[src/sv/assert_macros.svh]
// ----------------------------------------------------------------------------
// Assertion macros
// Concurrent assertion helpers, compiled out when NO_ASSERTIONS is set.
// ----------------------------------------------------------------------------
`ifndef ASSERT_MACROS_SVH
`define ASSERT_MACROS_SVH

`ifndef NO_ASSERTIONS

// prop must hold at every rising clock edge outside reset
`define ASSERT_ALWAYS(label, clk, rst_n, prop) \
  label: assert property (@(posedge clk) disable iff (!rst_n) (prop)) \
    else $error("assertion failed");

// prop must never hold outside reset
`define ASSERT_NEVER(label, clk, rst_n, prop) \
  label: assert property (@(posedge clk) disable iff (!rst_n) !(prop)) \
    else $error("forbidden condition seen");

`else

`define ASSERT_ALWAYS(label, clk, rst_n, prop)
`define ASSERT_NEVER(label, clk, rst_n, prop)

`endif

`endif

[src/sv/pcd_pkg.sv]
// ----------------------------------------------------------------------------
// pcd_pkg
// Shared constants and types of the CRC-16 packet deframer.
// ----------------------------------------------------------------------------
package pcd_pkg;

  localparam int unsigned MaxPayload = 64;
  localparam int unsigned LenW       = 7;
  localparam int unsigned IdxW       = 6;
  localparam int unsigned CfgIdxW    = 3;
  localparam int unsigned CfgDataW   = 8;

  localparam logic [CfgIdxW-1:0] REG_HDR_HIGH = 3'd0;
  localparam logic [CfgIdxW-1:0] REG_HDR_LOW  = 3'd1;
  localparam logic [CfgIdxW-1:0] REG_DEV0     = 3'd2;
  localparam logic [CfgIdxW-1:0] REG_DEV1     = 3'd3;
  localparam logic [CfgIdxW-1:0] REG_DEV2     = 3'd4;
  localparam logic [CfgIdxW-1:0] REG_LEN0     = 3'd5;
  localparam logic [CfgIdxW-1:0] REG_LEN1     = 3'd6;
  localparam logic [CfgIdxW-1:0] REG_LEN2     = 3'd7;

  localparam logic [15:0] CrcPoly = 16'h1021;

  typedef enum logic [2:0] {
    KIND_DATA         = 3'd0,
    KIND_OK           = 3'd1,
    KIND_BAD_HEADER   = 3'd2,
    KIND_BAD_DEVICE   = 3'd3,
    KIND_CRC_MISMATCH = 3'd4
  } kind_e;

  typedef enum logic [5:0] {
    PH_IDLE     = 6'b000001,
    PH_HDR_LOW  = 6'b000010,
    PH_DEVICE   = 6'b000100,
    PH_PAYLOAD  = 6'b001000,
    PH_CRC_HIGH = 6'b010000,
    PH_CRC_LOW  = 6'b100000
  } phase_e;

  typedef struct packed {
    logic [7:0] rx_byte;
    logic       start_of_packet;
  } in_word_t;

  typedef struct packed {
    logic [2:0]      result_kind;
    logic [7:0]      data_value;
    logic [IdxW-1:0] data_index;
    logic [1:0]      device_index;
    logic [LenW-1:0] payload_length;
  } out_word_t;

endpackage

[src/sv/pcd_if.sv]
// ----------------------------------------------------------------------------
// pcd_in_if / pcd_out_if
// Valid/ready channels for received bytes and deframer results.
// ----------------------------------------------------------------------------
interface pcd_in_if
  import pcd_pkg::*;
  ();
  logic       valid;
  logic       ready;
  logic [7:0] rx_byte;
  logic       start_of_packet;

  modport source (output valid, output rx_byte, output start_of_packet, input ready);
  modport sink   (input valid, input rx_byte, input start_of_packet, output ready);
endinterface

interface pcd_out_if
  import pcd_pkg::*;
  ();
  logic            valid;
  logic            ready;
  logic [2:0]      result_kind;
  logic [7:0]      data_value;
  logic [IdxW-1:0] data_index;
  logic [1:0]      device_index;
  logic [LenW-1:0] payload_length;

  modport source (output valid, output result_kind, output data_value, output data_index,
                  output device_index, output payload_length, input ready);
  modport sink   (input valid, input result_kind, input data_value, input data_index,
                  input device_index, input payload_length, output ready);
endinterface

[src/sv/pcd_crc16_step.sv]
// ----------------------------------------------------------------------------
// pcd_crc16_step
// One-byte update of CRC-16 CCITT (poly 0x1021, MSB first, no reflection).
// ----------------------------------------------------------------------------
module pcd_crc16_step
  import pcd_pkg::*;
(
  input  logic [15:0] crc_i,
  input  logic [7:0]  data_i,
  output logic [15:0] crc_o
);

  always_comb begin
    logic [15:0] c;
    c = crc_i ^ {data_i, 8'h00};
    for (int i = 0; i < 8; i++) begin
      if (c[15]) begin
        c = {c[14:0], 1'b0} ^ CrcPoly;
      end else begin
        c = {c[14:0], 1'b0};
      end
    end
    crc_o = c;
  end

endmodule

[src/sv/packet_crc16_deframer_core.sv]
// ----------------------------------------------------------------------------
// packet_crc16_deframer_core
// Header/device check, payload pass-through and CRC-16 XModem verdict.
// Pipeline: a byte enters the input register at the edge that accepts it, and its
//   result enters the result register at the edge on which that byte advances.
// Throughput: one byte per cycle while the result side is ready; the byte-wide CRC step sets the path.
// Reset: asynchronous, clears phase, counters, CRC and all config registers.
// ----------------------------------------------------------------------------
`include "assert_macros.svh"

module packet_crc16_deframer_core
  import pcd_pkg::*;
(
  input  logic                clk_i,
  input  logic                rst_ni,
  input  logic                cfg_we_i,
  input  logic [CfgIdxW-1:0]  cfg_idx_i,
  input  logic [CfgDataW-1:0] cfg_data_i,
  pcd_in_if.sink              rx_i,
  pcd_out_if.source           res_o
);

  // config
  logic [7:0]      hdr_high_q, hdr_low_q;
  logic [7:0]      dev_code_q [3];
  logic [LenW-1:0] len_q      [3];

  always_ff @(posedge clk_i or negedge rst_ni) begin
    if (!rst_ni) begin
      hdr_high_q <= '0;
      hdr_low_q  <= '0;
      for (int k = 0; k < 3; k++) begin
        dev_code_q[k] <= '0;
        len_q[k]      <= '0;
      end
    end else if (cfg_we_i) begin
      case (cfg_idx_i)
        REG_HDR_HIGH: hdr_high_q    <= cfg_data_i;
        REG_HDR_LOW:  hdr_low_q     <= cfg_data_i;
        REG_DEV0:     dev_code_q[0] <= cfg_data_i;
        REG_DEV1:     dev_code_q[1] <= cfg_data_i;
        REG_DEV2:     dev_code_q[2] <= cfg_data_i;
        REG_LEN0:     len_q[0]      <= cfg_data_i[LenW-1:0];
        REG_LEN1:     len_q[1]      <= cfg_data_i[LenW-1:0];
        REG_LEN2:     len_q[2]      <= cfg_data_i[LenW-1:0];
        default: ;
      endcase
    end
  end

  // input register
  logic     s1_valid_q;
  in_word_t s1_q;
  logic     adv;
  logic     out_valid_q;
  out_word_t out_q;

  assign adv        = s1_valid_q && (!out_valid_q || res_o.ready);
  assign rx_i.ready = !s1_valid_q || adv;

  always_ff @(posedge clk_i or negedge rst_ni) begin
    if (!rst_ni) begin
      s1_valid_q <= 1'b0;
    end else if (rx_i.ready) begin
      s1_valid_q <= rx_i.valid;
    end
  end

  always_ff @(posedge clk_i) begin
    if (rx_i.valid && rx_i.ready) begin
      s1_q.rx_byte         <= rx_i.rx_byte;
      s1_q.start_of_packet <= rx_i.start_of_packet;
    end
  end

  // packet state
  phase_e          phase_q, phase_d;
  logic [15:0]     crc_q, crc_d, crc_in, crc_next;
  logic [LenW-1:0] count_q, count_d, exp_len_q, exp_len_d;
  logic [1:0]      dev_q, dev_d;
  logic [7:0]      crc_hi_q, crc_hi_d;

  assign crc_in = (phase_q == PH_DEVICE) ? 16'h0000 : crc_q;

  pcd_crc16_step u_crc (
    .crc_i  (crc_in),
    .data_i (s1_q.rx_byte),
    .crc_o  (crc_next)
  );

  // first matching device wins
  logic            dev_hit;
  logic [1:0]      dev_sel;
  logic [LenW-1:0] len_sel, len_clamp, count_inc;

  always_comb begin
    dev_hit = 1'b0;
    dev_sel = 2'd0;
    for (int k = 2; k >= 0; k--) begin
      if (s1_q.rx_byte == dev_code_q[k]) begin
        dev_hit = 1'b1;
        dev_sel = 2'(k);
      end
    end
  end

  assign len_sel   = len_q[dev_sel];
  assign len_clamp = (len_sel > LenW'(MaxPayload)) ? LenW'(MaxPayload) : len_sel;
  assign count_inc = count_q + LenW'(1);

  logic      emit;
  out_word_t res_d;

  always_comb begin
    phase_d   = phase_q;
    crc_d     = crc_q;
    count_d   = count_q;
    exp_len_d = exp_len_q;
    dev_d     = dev_q;
    crc_hi_d  = crc_hi_q;
    emit      = 1'b0;
    res_d     = '0;
    if (adv) begin
      if (s1_q.start_of_packet) begin
        if (s1_q.rx_byte != hdr_high_q) begin
          phase_d           = PH_IDLE;
          emit              = 1'b1;
          res_d.result_kind = KIND_BAD_HEADER;
        end else begin
          phase_d = PH_HDR_LOW;
        end
      end else begin
        case (phase_q)
          PH_HDR_LOW: begin
            if (s1_q.rx_byte != hdr_low_q) begin
              phase_d           = PH_IDLE;
              emit              = 1'b1;
              res_d.result_kind = KIND_BAD_HEADER;
            end else begin
              phase_d = PH_DEVICE;
            end
          end
          PH_DEVICE: begin
            if (!dev_hit) begin
              phase_d           = PH_IDLE;
              emit              = 1'b1;
              res_d.result_kind = KIND_BAD_DEVICE;
            end else begin
              dev_d     = dev_sel;
              exp_len_d = len_clamp;
              count_d   = '0;
              crc_d     = crc_next;
              phase_d   = (len_clamp == '0) ? PH_CRC_HIGH : PH_PAYLOAD;
            end
          end
          PH_PAYLOAD: begin
            emit                 = 1'b1;
            res_d.result_kind    = KIND_DATA;
            res_d.data_value     = s1_q.rx_byte;
            res_d.data_index     = count_q[IdxW-1:0];
            res_d.device_index   = dev_q;
            res_d.payload_length = exp_len_q;
            crc_d                = crc_next;
            count_d              = count_inc;
            if (count_inc >= exp_len_q) begin
              phase_d = PH_CRC_HIGH;
            end
          end
          PH_CRC_HIGH: begin
            crc_hi_d = s1_q.rx_byte;
            phase_d  = PH_CRC_LOW;
          end
          PH_CRC_LOW: begin
            phase_d              = PH_IDLE;
            emit                 = 1'b1;
            res_d.result_kind    = ({crc_hi_q, s1_q.rx_byte} == crc_q) ? KIND_OK
                                                                       : KIND_CRC_MISMATCH;
            res_d.device_index   = dev_q;
            res_d.payload_length = exp_len_q;
          end
          default: phase_d = PH_IDLE;
        endcase
      end
    end
  end

  always_ff @(posedge clk_i or negedge rst_ni) begin
    if (!rst_ni) begin
      phase_q   <= PH_IDLE;
      crc_q     <= '0;
      count_q   <= '0;
      exp_len_q <= '0;
      dev_q     <= '0;
      crc_hi_q  <= '0;
    end else begin
      phase_q   <= phase_d;
      crc_q     <= crc_d;
      count_q   <= count_d;
      exp_len_q <= exp_len_d;
      dev_q     <= dev_d;
      crc_hi_q  <= crc_hi_d;
    end
  end

  // result register
  always_ff @(posedge clk_i or negedge rst_ni) begin
    if (!rst_ni) begin
      out_valid_q <= 1'b0;
    end else if (!out_valid_q || res_o.ready) begin
      out_valid_q <= emit;
    end
  end

  always_ff @(posedge clk_i) begin
    if (emit) begin
      out_q <= res_d;
    end
  end

  assign res_o.valid          = out_valid_q;
  assign res_o.result_kind    = out_q.result_kind;
  assign res_o.data_value     = out_q.data_value;
  assign res_o.data_index     = out_q.data_index;
  assign res_o.device_index   = out_q.device_index;
  assign res_o.payload_length = out_q.payload_length;

  // checks
  `ASSERT_ALWAYS(a_data_idx_in_range, clk_i, rst_ni,
    (out_valid_q && out_q.result_kind == KIND_DATA) |->
      (LenW'(out_q.data_index) < out_q.payload_length))
  `ASSERT_ALWAYS(a_count_bounded, clk_i, rst_ni,
    (phase_q == PH_PAYLOAD) |-> (count_q < exp_len_q))
  `ASSERT_ALWAYS(a_stage_held, clk_i, rst_ni,
    (s1_valid_q && !adv) |=> (s1_valid_q && $stable(s1_q)))
  `ASSERT_NEVER(a_emit_without_byte, clk_i, rst_ni, emit && !adv)

endmodule

[src/flat_wrapper.sv]
// flat-port wrapper written by rule: the top's interface ports become plain ports
module packet_crc16_deframer_core_flat import pcd_pkg::*;
  (clk_i, rst_ni, cfg_we_i, cfg_idx_i, cfg_data_i, rx_i_valid, rx_i_rx_byte, rx_i_start_of_packet, rx_i_ready, res_o_valid, res_o_result_kind, res_o_data_value, res_o_data_index, res_o_device_index, res_o_payload_length, res_o_ready);
  pcd_in_if rx_i_i ();
  pcd_out_if res_o_i ();
  input  logic clk_i;
  input  logic rst_ni;
  input  logic cfg_we_i;
  input  logic [CfgIdxW-1:0] cfg_idx_i;
  input  logic [CfgDataW-1:0] cfg_data_i;
  input wire logic [$bits(rx_i_i.valid)-1:0] rx_i_valid;
  input wire logic [$bits(rx_i_i.rx_byte)-1:0] rx_i_rx_byte;
  input wire logic [$bits(rx_i_i.start_of_packet)-1:0] rx_i_start_of_packet;
  output wire logic [$bits(rx_i_i.ready)-1:0] rx_i_ready;
  output wire logic [$bits(res_o_i.valid)-1:0] res_o_valid;
  output wire logic [$bits(res_o_i.result_kind)-1:0] res_o_result_kind;
  output wire logic [$bits(res_o_i.data_value)-1:0] res_o_data_value;
  output wire logic [$bits(res_o_i.data_index)-1:0] res_o_data_index;
  output wire logic [$bits(res_o_i.device_index)-1:0] res_o_device_index;
  output wire logic [$bits(res_o_i.payload_length)-1:0] res_o_payload_length;
  input wire logic [$bits(res_o_i.ready)-1:0] res_o_ready;
  assign rx_i_i.valid = rx_i_valid;
  assign rx_i_i.rx_byte = rx_i_rx_byte;
  assign rx_i_i.start_of_packet = rx_i_start_of_packet;
  assign rx_i_ready = rx_i_i.ready;
  assign res_o_valid = res_o_i.valid;
  assign res_o_result_kind = res_o_i.result_kind;
  assign res_o_data_value = res_o_i.data_value;
  assign res_o_data_index = res_o_i.data_index;
  assign res_o_device_index = res_o_i.device_index;
  assign res_o_payload_length = res_o_i.payload_length;
  assign res_o_i.ready = res_o_ready;
  packet_crc16_deframer_core u_core (.clk_i(clk_i), .rst_ni(rst_ni), .cfg_we_i(cfg_we_i), .cfg_idx_i(cfg_idx_i), .cfg_data_i(cfg_data_i), .rx_i(rx_i_i), .res_o(res_o_i));
endmodule
[config.mk]
export PLATFORM = sky130hd
export DESIGN_NAME = packet_crc16_deframer_core_flat
export DESIGN_NICKNAME = d
export VERILOG_FILES = /design/src/sv/pcd_pkg.sv /design/src/sv/pcd_if.sv /design/src/sv/pcd_crc16_step.sv /design/src/sv/packet_crc16_deframer_core.sv /design/src/flat_wrapper.sv
export VERILOG_INCLUDE_DIRS = /design/src /design/src/sv
export SDC_FILE = /design/constraint.sdc
export NUM_CORES = 1
export LEC_CHECK = 0
export BUFFER_PORTS_ARGS = -buffer_cell sky130_fd_sc_hd__buf_2
export CAP_MARGIN = 25
export CELL_PAD_IN_SITES_DETAIL_PLACEMENT = 1
export CELL_PAD_IN_SITES_GLOBAL_PLACEMENT = 2
export CORE_MARGIN = 1
export CORE_UTILIZATION = 45
export DETAILED_ROUTE_END_ITERATION = 12
export PLACE_DENSITY = 0.95
export SKIP_CTS_REPAIR_TIMING = 1
export SLEW_MARGIN = 20
export SYNTH_ARGS = -nofsm -noshare
export SYNTH_HDL_FRONTEND = slang
export SYNTH_SLANG_ARGS = --single-unit
[constraint.sdc]
create_clock -name clk_i -period 6.6 [get_ports clk_i]
set_input_delay 0.33 -clock clk_i [delete_from_list [all_inputs] [get_ports clk_i]]
set_output_delay 0.33 -clock clk_i [all_outputs]
set_load 0.05 [all_outputs]
## Yosys cells after proc, flatten, opt, wreduce, memory -nomap -nowiden

Cells that the tools add are included.

| word-level totals | value |
|---|---|
| input bits | 25 |
| output and inout bits | 28 |
| flip-flop bits (word level) | 144 |
| word-level logic and storage cells | 127 |
| memories kept | 0 |
| ROM bits | 0 |
| latch bits | 0 |
| bits in writable memories | 0 |

| cells by class | value |
|---|---|
| shift operators | 0 |
| equal/unequal tests | 20 |
| $lt $le $gt $ge | 3 |
| bitwise gates (word level) | 14 |
| add/subtract/negate cells | 1 |
| reductions and logical operators | 24 |
| muxes and demuxes | 42 |
| divide/modulo/power cells | 0 |
| multiply operators | 0 |

Operator list:

| operator | count |
|---|---|
| 2-to-1 mux 13 bit | 8 |
| 2-to-1 mux 16 bit | 2 |
| case mux 16 bit (2 select lines) | 1 |
| 2-to-1 mux 7 bit | 4 |
| equality test 8 bit | 3 |
| inverter 3 bit | 8 |
| case mux 6 bit (4 select lines) | 1 |
| 2-to-1 mux 6 bit | 3 |
| AND reduction 2 bit | 9 |
| equality test 16 bit | 1 |
| != test 8 bit | 2 |
| XOR 16 bit | 1 |
| binary-select mux 7 bit (select 2 bit) | 1 |
| 2-to-1 mux 2 bit | 7 |
| case mux 7 bit (2 select lines) | 1 |
| equality test 3 bit (second input constant) | 4 |
| 2-to-1 mux 3 bit | 3 |
| case mux 3 bit (3 select lines) | 1 |
| 2-to-1 mux 1 bit | 8 |
| AND reduction 4 bit | 2 |
| adder 7 x 1 -> 7 bit (second input constant) | 1 |
| greater-or-equal comparator 7 bit | 1 |
| greater-than comparator 7 bit (second input constant) | 1 |
| logical NOT 7 bit | 1 |
| other kinds (22) | 30 |

## Longest topological paths before layout

| depth | value |
|---|---|
| word-level depth | 21 |
| depth in mapped cells | 11 |
| mapped depth without buffers | 11 |

## Hierarchy

A second synthesis with hierarchy kept.

| second synthesis, totals | value |
|---|---|
| cell total of the unflattened synthesis | 558 |
| area, all modules | 7185.6 um^2 |

Modules (own cells, without submodules):

| module | instances | area each (um^2) | cells an instance | seq. area each (um^2) |
|---|---|---|---|---|
| packet_crc16_deframer_core | 1 | 6790.3 | 533 | 3779.9 |
| pcd_crc16_step | 1 | 395.4 | 25 | 0.0 |

## Worst setup path before layout

OpenSTA, ideal clock, no wires.

| path | value |
|---|---|
| path kind | register to register |
| start | register u_core.phase_q[1] |
| end | register u_core.out_q (netlist bit u_core.res_o.data_index[0]), enable pin |
| setup slack | 3124 ps |
| period minus slack after synthesis | 3476 ps |
| stages on the path, launching flop included | 6 |
| path buffers | 0 |
| arrival time | 3050 ps |
| required time | 6174 ps |
| setup time | 426 ps |
| cell sequence | dfrtp_1 > nor4_2 > nand3b_2 > or4_4 > and2_1 > a31oi_1 |

| on the way | value |
|---|---|
| cells in the longest elaborated chain, start to end | 5 |
| elaborated cells between the ends (all ways) | 8 |
| classes of those cells | eq/ne: 4; mux: 3; reduce/logical: 1 |

Ends and longest elaborated chain:

| element | RTL line | RTL |
|---|---|---|
| from (decl) | packet_crc16_deframer_core.sv:77 | `phase_e phase_q, phase_d;` |
| from (signal assigned) | packet_crc16_deframer_core.sv:196 | `phase_q <= phase_d;` |
| equality test 6 x 4 -> 1 bit or equality test 6 bit (tied branches) | packet_crc16_deframer_core.sv:133 | `case (phase_q)` |
| OR reduction 2 bit (no source line) | -- |  |
| case mux 1 bit (3 select lines) * | packet_crc16_deframer_core.sv:133 |  |
| 2-to-1 mux 1 bit * | packet_crc16_deframer_core.sv:124 | `if (s1_q.start_of_packet) begin` |
| 2-to-1 mux 1 bit * | packet_crc16_deframer_core.sv:123 | `if (adv) begin` |
| via u_core.emit | packet_crc16_deframer_core.sv:111 | `logic emit;` |
| to (signal assigned) | packet_crc16_deframer_core.sv:216 | `out_q <= res_d;` |
| to (decl) | packet_crc16_deframer_core.sv:56 | `out_word_t out_q;` |

The timed path passes the listed nets; every way through them passes the cells marked *.
A chain may end at the register's enable or synchronous reset.

## Worst setup path after layout

| path | value |
|---|---|
| start | register u_core.phase_q[1] |
| end | register u_core.out_q (netlist bit u_core.res_o.data_index[1]), enable pin |

The elaborated chain is that of the path after synthesis.

==> flow_summary_export.csv <==
group,metric,value,unit
setup_path,worst-r2r-setup-slack,3.39,ns
placed_design,dp.cells,784,
final_layout,postLayoutCellArea,8070,um2
sta,whs,0.0737,ns
floorplan,boundaryPins,53,
grt,antenna_found_initial,0,
power_and_ir_drop,p_clk_frac,0.425,
min_path,hold_class,"primary input to flop",
floorplan,die_h,127,um
power_and_ir_drop,p_sw_frac,0.267,
synth,synth_top_area_frac,0.386,
placed_design,port_buffers,52,
route,wl,17.3,mm
final_layout,syn_to_final_growth,15.4,%
synth,synthArstFlopShare,0.757,
grt,grt_max_degree,60,
cts,cts_buffers,17,
route,drc_errors,0,
grt,track_usage,0.235,
final_layout,drive_gt1_frac,0.300,
setup_path,regToRegEndpoint,"u_core.res_o.data_index[1]",
sta,fin_tns_setup,0,ns
run,maxCapViolCount,0,
floorplan,num_rows,45,
route,routed_via_density,5.56,
sta,grt_setup_unrepaired,"false",
synth,syn_area,6990,um2
min_path,hold_depth,1,
final_layout,nFillCells,1563,
grt,grt_overflow,0,
route,drt-wirelength-per-cell,21.2,um
min_path,hold_path_end,"u_core.s1_q[0]",
synth,syn-num-nets,596,
grt,grt_pass1_vias,4964,
placed_design,gp_congestion,0.846,
power_and_ir_drop,power_frac_seq,0.450,
sta,final_max_slew_viol_count,0,
synth,yosys.area.top_type,"dfrtp_1",
sta,fin_crit_sh,0.486,
synth,synth_edf_count,35,
floorplan,die_area,16000,um2
route,vias,4543,
synth,synthFlopType,"dfrtp_1",
setup_path,required,6.71,ns
sta,worst_pin_slew,0.793,ns
power_and_ir_drop,ir_drop,0.178,mV
synth,syn_inst,563,
synth,synth_area_leaders,"dfrtp_1 (39%), edfxtp_1 (15%), mux2_2 (11%)",
final_layout,final_nets,649,
floorplan,coreArea,15200,um2
cts,clock_latency,0.43,ns
setup_path,path_max_fanout,19,
synth,yosysWarningCount,0,
final_layout,n_antenna_cell,0,
floorplan,dieWidth,127,um
placed_design,dp_slack,3.36,ns
placed_design,postPlaceCellArea,7410,um2
placed_design,dp_hpwl,12.3,mm
power_and_ir_drop,cellPowerDensity,304,nW/um2
sta,slew_headroom,0.469,
setup_path,r2r_start,"u_core.phase_q[1]",
setup_path,rr_worst_depth,6,
cts,cts_tree,"yes",
floorplan,start_util,0.460,
sta,setup_viol,0,
final_layout,final_cells,817,
synth,syn_avg_cell_area,12.4,um2
setup_path,crit_type,"flop to flop",
synth,post_synth_num_cell_types,57,
outcome,status,"complete, no violations",
synth,synth_seq_area_share,0.540,
grt,grt_pass1_wl,28.0,mm
synth,synth_seq_cells,144,
route,final_antenna_net_count,0,
cts,cts_sinks,144,
power_and_ir_drop,p_sw,655,uW
sta,fin_skew,0.0107,ns
setup_path,startpoint,"u_core.phase_q[1]",
cts,htreeDepth,4,
route,drt_iter0_markers,249,
setup_path,arrival,3.32,ns
cts,clkTransAtPathRegs,0.06,ns
sta,finalHoldViolations,0,
setup_path,end_kind,"flop",
sta,period_needed,3.21,ns
cts,cts_max_path_buffers,2,
min_path,holdCritStartpoint,"rx_i_start_of_packet",
setup_path,cp-start-kind,"flop",
power_and_ir_drop,power_leakage,0.00339,uW
power_and_ir_drop,internal_power,1800,uW
cts,ctsRootBufferMaster,"clkbuf_16",
sta,fmax,312,MHz
sta,fin_ws,3.39,ns
route,dr.pass1.iters,4,
power_and_ir_drop,power.share.combinational,0.125,
cells in the mapped netlist, types with 5 or more instances:
cell type,count
nand2_1,52
buf_2,8
nor3_1,7
xor2_1,37
dfrtp_1,108
o31ai_1,6
o21ai_1,20
a22o_1,6
o221ai_1,5
inv_1,9
o21ai_0,5
xnor2_1,52
mux2_2,71
nand2b_1,7
nor2_1,8
nand4_1,12
a21oi_1,8
clkbuf_1,11
edfxtp_1,35
and2_1,25
ha_1,8
power by group through the flow:
stage	clock, uW	combinational (uW)	sequential, uW
5_1_grt	1090	333	1110
2_1_floorplan	0	214	1100
3_3_place_gp	0	286	1100
3_5_place_dp	0	305	1120
4_1_cts	1060	309	1100
6_report	1040	306	1100
layout by cell type (no fill, tap or decap), drive strengths merged, types with 7 or more instances in the layout:
cell / Yosys / routed
nor4: 7 / 7
nand2b: 7 / 7
ha: 8 / 8
nand2: 52 / 52
inv: 9 / 12
xnor2: 53 / 53
xor2: 41 / 41
edfxtp: 35 / 35
nor2: 9 / 9
nor3: 7 / 7
clkbuf: 11 / 19
dfrtp: 108 / 108
buf: 13 / 57
mux2: 71 / 71
nand4: 13 / 13
and2: 27 / 27
a21oi: 8 / 8
o21ai: 26 / 26
kinds of logic (layout without fill, tap and decap cells):
| kind of cell | count (synthesis) | after routing | share of synthesized area |
|---|---|---|---|
| buf+inv | 33 | 99 | 0.0234 |
| fa+ha+maj | 8 | 8 | 0.0143 |
| mux | 71 | 71 | 0.114 |
| compound gates | 65 | 65 | 0.0633 |
| xor+xnor | 94 | 94 | 0.123 |
| flops | 144 | 144 | 0.540 |
| simple gates | 148 | 148 | 0.121 |
worst max-delay path by stage:
stage | end | depth (start not counted) | slack [ns]
6_report | u_core.res_o.data_index[1] | 6 | 3.39
4_1_cts | u_core.res_o.data_index[5] | 6 | 3.34
5_1_grt | u_core.res_o.data_index[5] | 6 | 3.16
3_3_place_gp | u_core.res_o.data_value[3] | 6 | 3.49
2_1_floorplan | u_core.res_o.data_index[0] | 5 | 3.12
3_5_place_dp | u_core.res_o.data_value[1] | 6 | 3.36
metrics by stage:
stage                      util  power (uW)
after detailed placement  0.487        1420
final                     0.531        2450
after floorplan               -        1310
after global placement    0.487        1390
after global routing      0.531        2540
after CTS                 0.530        2470
worst max-delay path, cell delays in order, from the launching register on:
cell and delay, ns:
dfrtp_1 0.43, nor4_2 0.36, nand3b_2 0.40, or4_4 0.67, and2_1 0.19, a31oi_2 0.45, buf_4 0.37
area by class of cell:
class	count	area, um2	share of cell area
repair buffers	58	310	0.0384
clock buffers	19	475	0.0589
well taps	188	235	0.0291
clock inverters	13	173	0.0214
inverters	9	33.8	0.00418
flip-flops and latches	144	3780	0.468
multi-input cells	386	3070	0.380
state kept, by name, indices dropped and copies added, names as in the netlist:
name / flops
u_core.res_o.data_index: 6
u_core.res_o.data_value: 8
u_core.res_o.result_kind: 3
u_core.count_q: 7
u_core.s1_valid_q: 1
u_core.hdr_high_q: 8
u_core.phase_q: 6
u_core.s1_q: 9
u_core.crc_q: 16
u_core.exp_len_q: 7
u_core.dev_code_q: 24
u_core.dev_q: 2
u_core.res_o.valid: 1
u_core.len_q: 21
u_core.res_o.device_index: 2
u_core.res_o.payload_length: 7
u_core.hdr_low_q: 8
u_core.crc_hi_q: 8
metal layers:
layer	wire length [um]	vias up	global-route usage
li1	-	2087	-
met1	7590	2329	0.301
met2	8700	94	0.395
met3	637	33	0.0477
met4	375	0	0.0924
met5	0	-	0
Note: power is estimated with default switching activity, not from simulation.
